<file path="src/hdl/bfa_pkg.sv">
// Shared types, sizes and codes for the best-fit block allocator.
// No dependencies; used by every module of the allocator.
package bfa_pkg;

	localparam int POOL_BYTES = 4096;
	localparam int HEADER     = 24;
	localparam int MAX_BLOCKS = 256;

	localparam int IDX_W  = $clog2(MAX_BLOCKS);
	localparam int CNT_W  = IDX_W + 1;
	localparam int OFF_W  = $clog2(POOL_BYTES);
	localparam int SIZE_W = 13;
	localparam int ADDR_W = 32;

	localparam logic [1:0] CMD_ALLOC = 2'd0;
	localparam logic [1:0] CMD_FREE  = 2'd1;
	localparam logic [1:0] CMD_INIT  = 2'd2;
	localparam logic [1:0] CMD_DONE  = 2'd3;

	localparam logic [1:0] ST_OK       = 2'd0;
	localparam logic [1:0] ST_FAIL     = 2'd1;
	localparam logic [1:0] ST_NOTREADY = 2'd2;
	localparam logic [1:0] ST_BADFREE  = 2'd3;

	localparam logic REG_BASE = 1'b0;
	localparam logic REG_SIZE = 1'b1;

	typedef struct packed {
		logic [OFF_W-1:0]  off;
		logic [SIZE_W-1:0] size;
		logic              used;
	} entry_t;

	// per-slot load select
	typedef struct packed {
		logic take_l;
		logic take_r;
		logic take_w;
	} slot_ctl_t;

	typedef enum logic [2:0] {
		TOP_HOLD,
		TOP_ROT,
		TOP_WR,
		TOP_INS,
		TOP_REM
	} tbl_op_t;

	typedef enum logic [3:0] {
		S_IDLE,
		S_SCAN,
		S_A_CHK,
		S_A_WR,
		S_A_INS,
		S_F_CHK,
		S_F_W1,
		S_F_R1,
		S_F_P,
		S_F_W2,
		S_F_R2
	} state_t;

endpackage

</file>
<file path="src/hdl/bfa_slot.sv">
// One slot of the block table: holds a single entry and loads from a neighbor
// or the write bus. Depends on bfa_pkg.
module bfa_slot import bfa_pkg::*; (
	input  logic      clk,
	input  slot_ctl_t ctl,
	input  entry_t    left,
	input  entry_t    right,
	input  entry_t    wdata,
	output entry_t    q
);

	always_ff @(posedge clk) begin
		if (ctl.take_w) begin
			q <= wdata;
		end else if (ctl.take_r) begin
			q <= right;
		end else if (ctl.take_l) begin
			q <= left;
		end
	end

endmodule

</file>
<file path="config.mk">
export PLATFORM = sky130hd
export DESIGN_NAME = bfa_slot
export DESIGN_NICKNAME = d
export VERILOG_FILES = /design/src/hdl/bfa_pkg.sv /design/src/hdl/bfa_slot.sv
export SDC_FILE = /design/constraint.sdc
export NUM_CORES = 1
export LEC_CHECK = 0
export BUFFER_PORTS_ARGS = -buffer_cell sky130_fd_sc_hd__clkbuf_2
export CORE_ASPECT_RATIO = 0.9
export CORE_MARGIN = 5
export CORE_UTILIZATION = 25
export DETAILED_ROUTE_END_ITERATION = 16
export SYNTH_ARGS = -nofsm -noshare
export SYNTH_HDL_FRONTEND = slang
export SYNTH_SLANG_ARGS = --single-unit
</file>
<file path="constraint.sdc">
create_clock -name clk -period 1.8 [get_ports clk]
set_input_delay 0 -clock clk [delete_from_list [all_inputs] [get_ports clk]]
set_output_delay 0 -clock clk [all_outputs]
set_load 0.01 [all_outputs]
</file>
==> results of run 1 <==
-- power breakdown --
part / total, mW / internal (mW) / switching [mW]
clock: 0.322 / 0.150 / 0.172
combinational: 0.314 / 0.158 / 0.156
sequential: 0.763 / 0.745 / 0.0173
total: 1.40 / 1.05 / 0.346
-- stage by stage --
| step | util (%) | total power [mW] | instance area (sq um) |
|---|---|---|---|
| 2_1_floorplan | - | 0.932 | 1360 |
| 3_3_place_gp | 36.8 | 1.09 | 1940 |
| 3_5_place_dp | 36.8 | 1.10 | 1940 |
| 4_1_cts | 37.6 | 1.43 | 1980 |
| 5_1_grt | 37.6 | 1.49 | 1980 |
| 6_report | 37.6 | 1.40 | 1980 |
-- per-layer routing --
layer,vias to the layer above,GRT usage (%),wire [um]
met4,0,3.22,25
met1,536,12.4,1460
li1,626,-,-
met3,2,3.10,468
met2,60,14.9,1720
met5,-,0,0
-- worst max-delay path, delay by kind of cell --
family          cells  cell delay [ns]
buf+inv             2             0.48
mux                 1             0.27
compound gates      1             0.07
-- synth_stat cells --
cell      count  share of area [%]
o21ai_0       6                2.2
mux2i_1      26                 19
nand2_1      26                7.2
buf_6         1               0.83
buf_2         2               0.74
edfxtp_1     26                 57
o21ai_1      19                7.0
buf_4         1               0.55
or3_1         1               0.46
clkbuf_1      3               0.83
o21ai_2       1               0.64
buf_12        2                2.9
-- kinds of logic after synthesis --
kind of cell / Yosys count / synth area share (%)
flops: 26 / 57.5
mux: 26 / 19.2
buf+inv: 9 / 5.89
simple gates: 27 / 7.64
compound gates: 26 / 9.85
-- final timing paths --
| check | slack, ns | cells past startpoint | from | end |
|---|---|---|---|---|
| max | 0.98 | 4 | ctl[1] | q[13]$_DFFE_PP_ |
| min | 0.01 | 3 | wdata[25] | q[25]$_DFFE_PP_ |
-- area by class of cell --
type / instances / area, sq um / share of cell area, %
multi-input cells: 79 / 498 / 25.2
well taps: 67 / 83.8 / 4.24
clock buffers: 3 / 41.3 / 2.09
repair buffers: 112 / 573 / 29.0
flip-flops and latches: 26 / 781 / 39.5
-- layout by cell type (no fill, tap or decap), drive strengths merged --
master and count:
buf 5, clkbuf 110, o21ai 26, edfxtp 26, or3 1, nand2 26, mux2i 26
==> results.py, run 1 <==
metrics = {
    "placed_design": {
        "gp_congestion": 0.712,
        "port_buffers": 107,
        "placed_cells": 284,
        "dpl.hpwl_mm": 2.98,
        "dp_slack_ns": 0.677,
    },
    "critical_path": {
        "crit_path_start_kind": "primary input",
        "cp-end-kind": "flop",
        "worstPathMaxFanout": 26,
        "path_cells": "clkbuf_2 > buf_4 > mux2i_1 > o21ai_1",
        "path_class": "in2reg",
        "slowest_delay_ns": 0.39,
        "cp.required_ns": 1.82,
        "cpMaxStageDelayCell": "buf_4",
        "arrival_ns": 0.84,
    },
    "timing": {
        "hold_viol": 0,
        "rsz0062_at_grt": "false",
        "tns_ns": 0,
        "relSlewSlack_pct": 70.0,
        "timing.hold.ws_ns": 0.0105,
        "min_period_over_period_pct": 45.4,
        "setup_violations": 0,
        "drv_slew": 0,
        "worst_pin_slew_ns": 0.450,
        "fmax_ghz": 1.22,
        "post-route-min-period_ns": 0.818,
        "setup_slack_ns": 0.982,
    },
    "job": {
        "drv_cap": 0,
    },
    "run_status": {
        "outcome": "complete, no violations",
    },
    "final_layout": {
        "fill_cells": 531,
        "regMostFlops": "q",
        "diodes": 0,
        "fin_cells": 287,
        "nets": 304,
        "reg_top3": "q (26)",
        "drive_gt1_share_pct": 52.7,
        "syn2layout_area_growth_pct": 45.5,
        "largest_reg_flops": 26,
    },
    "grt": {
        "grt_pass1_wl_mm": 5.11,
        "grt_usage_pct": 9.55,
        "overflow": 0,
        "antenna_found_initial": 0,
        "grt_max_degree": 27,
        "first_global_vias": 1059,
    },
    "routing": {
        "drc": 0,
        "vias": 1224,
        "wl_mm": 3.67,
        "wire_per_inst_um": 12.8,
        "drt_iter0_drc": 22,
        "ant_nets": 0,
        "via_per_inst": 4.26,
        "firstDrtPassIters": 2,
    },
    "cts": {
        "path_clk_slew_ns": 0.09,
        "cts_tree": "done",
        "clock_sinks": 26,
        "clockBufferDepth": 2,
        "cts_resized": 0,
        "cts_hold_buf": 0,
        "htree_levels": 1,
        "root_buffer": "clkbuf_8",
        "cts_setup_buffers": 0,
        "numCtsBuffers": 3,
    },
    "worst_hold_path": {
        "hold_path.class": "in2reg",
    },
    "power": {
        "vdd_ir_drop_max_mv": 0.237,
        "total_leakage_power_nw": 1.01,
        "p_per_area_nw_per_um2": 707,
    },
    "synth": {
        "ys_types": 12,
        "syn_area_sq_um": 1360,
        "synth.avg_cell_area_sq_um": 11.9,
        "synth_nets": 196,
        "netlist_instances": 114,
        "ys_ff_latch": 26,
        "yosysSeqAreaShare_pct": 57.5,
        "ys_warn_count": 0,
    },
    "floorplan": {
        "chipHeight_um": 79.9,
        "rows": 25,
        "initial_core_util_pct": 25.9,
        "core-area_sq_um": 5260,
        "dieWidth_um": 87.7,
        "die_area_sq_um": 7010,
        "io_pins": 108,
    },
}
(Power assumes the default switching activity.)
==> run 2: changes to the inputs <==
- ABC_AREA: default -> 1
- clock period: 1.8 -> 0.8 ns (I/O delays scaled with it)
==> run 2 against run 1 <==
Effect of this change: the flow now finishes with violations (negative setup slack); sequential power is 130% higher; utilization is 2.7 points higher; via count is 44% higher; wire length is 34% higher; sequential cell count stayed put; largest power group unchanged; final cell count is 51% higher; count of clock-buffer cells in the layout stayed put; critical path depth is 3 lower; worst setup slack worse by 0.99 ns; final area is 27% higher.
==> results.py, run 2 <==
metrics = {
    "routing": {
        "drt_iter0_drc": 40,
        "vias": 1758,
        "wl_mm": 4.90,
        "via_per_inst": 4.05,
        "ant_nets": 0,
        "firstDrtPassIters": 4,
        "wire_per_inst_um": 11.3,
        "drc": 0,
    },
    "timing": {
        "fmax_ghz": 1.24,
        "drv_slew": 0,
        "post-route-min-period_ns": 0.806,
        "min_period_over_period_pct": 101,
        "timing.hold.ws_ns": 0.00594,
        "setup_slack_ns": -0.00578,
        "relSlewSlack_pct": 82.2,
        "hold_viol": 0,
        "setup_violations": 2,
        "worst_pin_slew_ns": 0.267,
        "tns_ns": -0.00599,
        "rsz0062_at_grt": "true",
    },
    "synth": {
        "ys_warn_count": 0,
        "async_flop_share_pct": 0,
        "ys_types": 12,
        "yosysSeqAreaShare_pct": 48.0,
        "synth_top_area_share_pct": 48.0,
        "synth.avg_cell_area_sq_um": 7.33,
        "synth_top_area_cell": "edfxtp_1",
        "syn_area_sq_um": 1630,
        "ys_ff_latch": 26,
        "synth_most_common_cell": "nand2_1",
        "synth_area_leaders": "edfxtp_1 (48%), nand2_1 (23%), inv_1 (12%), nand3_1 (8.0%), buf_6 (3.5%)",
        "netlist_instances": 222,
        "synth_commonest_cells": "nand2_1 (100), inv_1 (52), edfxtp_1 (26), nand3_1 (26)",
        "ys.flop_type": "edfxtp_1",
        "synth_nets": 304,
        "synth_edf_count": 26,
    },
    "job": {
        "drv_cap": 0,
    },
    "critical_path": {
        "cpMaxStageDelayCell": "edfxtp_1",
        "crit_path_start_kind": "flop",
        "path_cells": "clkbuf_2",
        "slowest_delay_ns": 0.40,
        "crit_family": "flip-flops",
        "cp.required_ns": 0.80,
        "arrival_ns": 0.81,
        "path_class": "reg2out",
        "cp-end-kind": "primary output",
        "critPathBufInv": 1,
        "worstPathMaxFanout": 1,
    },
    "grt": {
        "antenna_found_initial": 0,
        "grt_pass1_wl_mm": 7.59,
        "first_global_vias": 1695,
        "overflow": 0,
        "grt_max_degree": 27,
        "grt_usage_pct": 11.7,
    },
    "final_layout": {
        "final_common_cell": "clkbuf_2",
        "drive_gt1_share_pct": 36.0,
        "fin_cells": 434,
        "most-common-layout-cells": "clkbuf_2 (106), nand2_1 (99), inv_1 (52), nand3_1 (26), edfxtp_1 (26)",
        "multiInputGateArea_sq_um": 564,
        "design_area_sq_um": 2510,
        "syn2layout_area_growth_pct": 54.0,
        "diodes": 0,
        "post-route-util_pct": 40.3,
        "largest_reg_flops": 26,
        "regMostFlops": "q",
        "reg_top3": "q (26)",
        "seq_area_sq_um": 781,
        "nets": 430,
        "fill_cells": 660,
    },
    "cts": {
        "path_clk_slew_ns": 0.09,
        "cts_setup_buffers": 0,
        "clock_sinks": 26,
        "numCtsBuffers": 3,
        "htree_levels": 1,
        "root_buffer": "clkbuf_8",
        "cts_tree": "done",
        "clockBufferDepth": 2,
    },
    "floorplan": {
        "core-area_sq_um": 6220,
        "rows": 27,
        "die_area_sq_um": 8230,
        "io_pins": 108,
        "initial_core_util_pct": 26.2,
        "dieWidth_um": 95.1,
        "chipHeight_um": 86.6,
    },
    "placed_design": {
        "gp_congestion": 0.733,
        "dp_slack_ns": -0.126,
        "dpl-instance-area_sq_um": 2280,
        "placed_cells": 412,
        "dpl.hpwl_mm": 3.82,
        "port_buffers": 107,
    },
    "run_status": {
        "violations": "negative setup slack",
        "outcome": "finished, violations left",
    },
    "power": {
        "total_power_mw": 3.42,
        "p_per_area_nw_per_um2": 1360,
        "total_leakage_power_nw": 1.49,
        "vdd_ir_drop_max_mv": 0.518,
    },
    "worst_hold_path": {
        "hold_path.class": "in2reg",
    },
}
[run 2: worst paths after layout]
check,depth (start not counted),end,slack [ns],start
hold / removal,3,q[8]$_DFFE_PP_,0.006,wdata[8]
setup / recovery,1,q[25],-0.006,q[25]$_DFFE_PP_
[run 2: layout make-up]
type / instances / share of cell area [%]
Timing Repair Buffer: 131 / 31.8
Clock inverter: 1 / 0.150
Inverter: 54 / 8.38
Multi-Input combinational cell: 132 / 22.5
Clock buffer: 3 / 1.65
Sequential cell: 26 / 31.1
Tap cell: 87 / 4.34
[run 2: power breakdown]
part | leakage (nW) | switching, mW | internal (mW)
combinational | 1.19 | 0.468 | 0.449
sequential | 0.273 | 0.0417 | 1.68
clock | 0.0231 | 0.433 | 0.344
total | 1.49 | 0.943 | 2.47
[run 2: logic make-up after synthesis]
kind of cell	count (synthesis)	share of synthesized area [%]
AND/OR/NAND/NOR	132	33.2
flip-flops	26	48.0
buffers and inverters	64	18.8
[run 2: routing by layer]
layer / share of wire, % / GRT usage, % / vias up
met5: 0 / 0 / -
li1: - / - / 905
met3: 8.1 / 2.52 / 2
met1: 41 / 13.3 / 786
met2: 50 / 21.4 / 65
met4: 0.84 / 4.06 / 0
[run 2: what timing repair did]
item | in CTS | in global routing
setup endpoints to repair | 9 | 25
hold buffers | 17 | 1
endpoints found under the hold margin | 17 | 1
gates resized for setup | 0 | 1
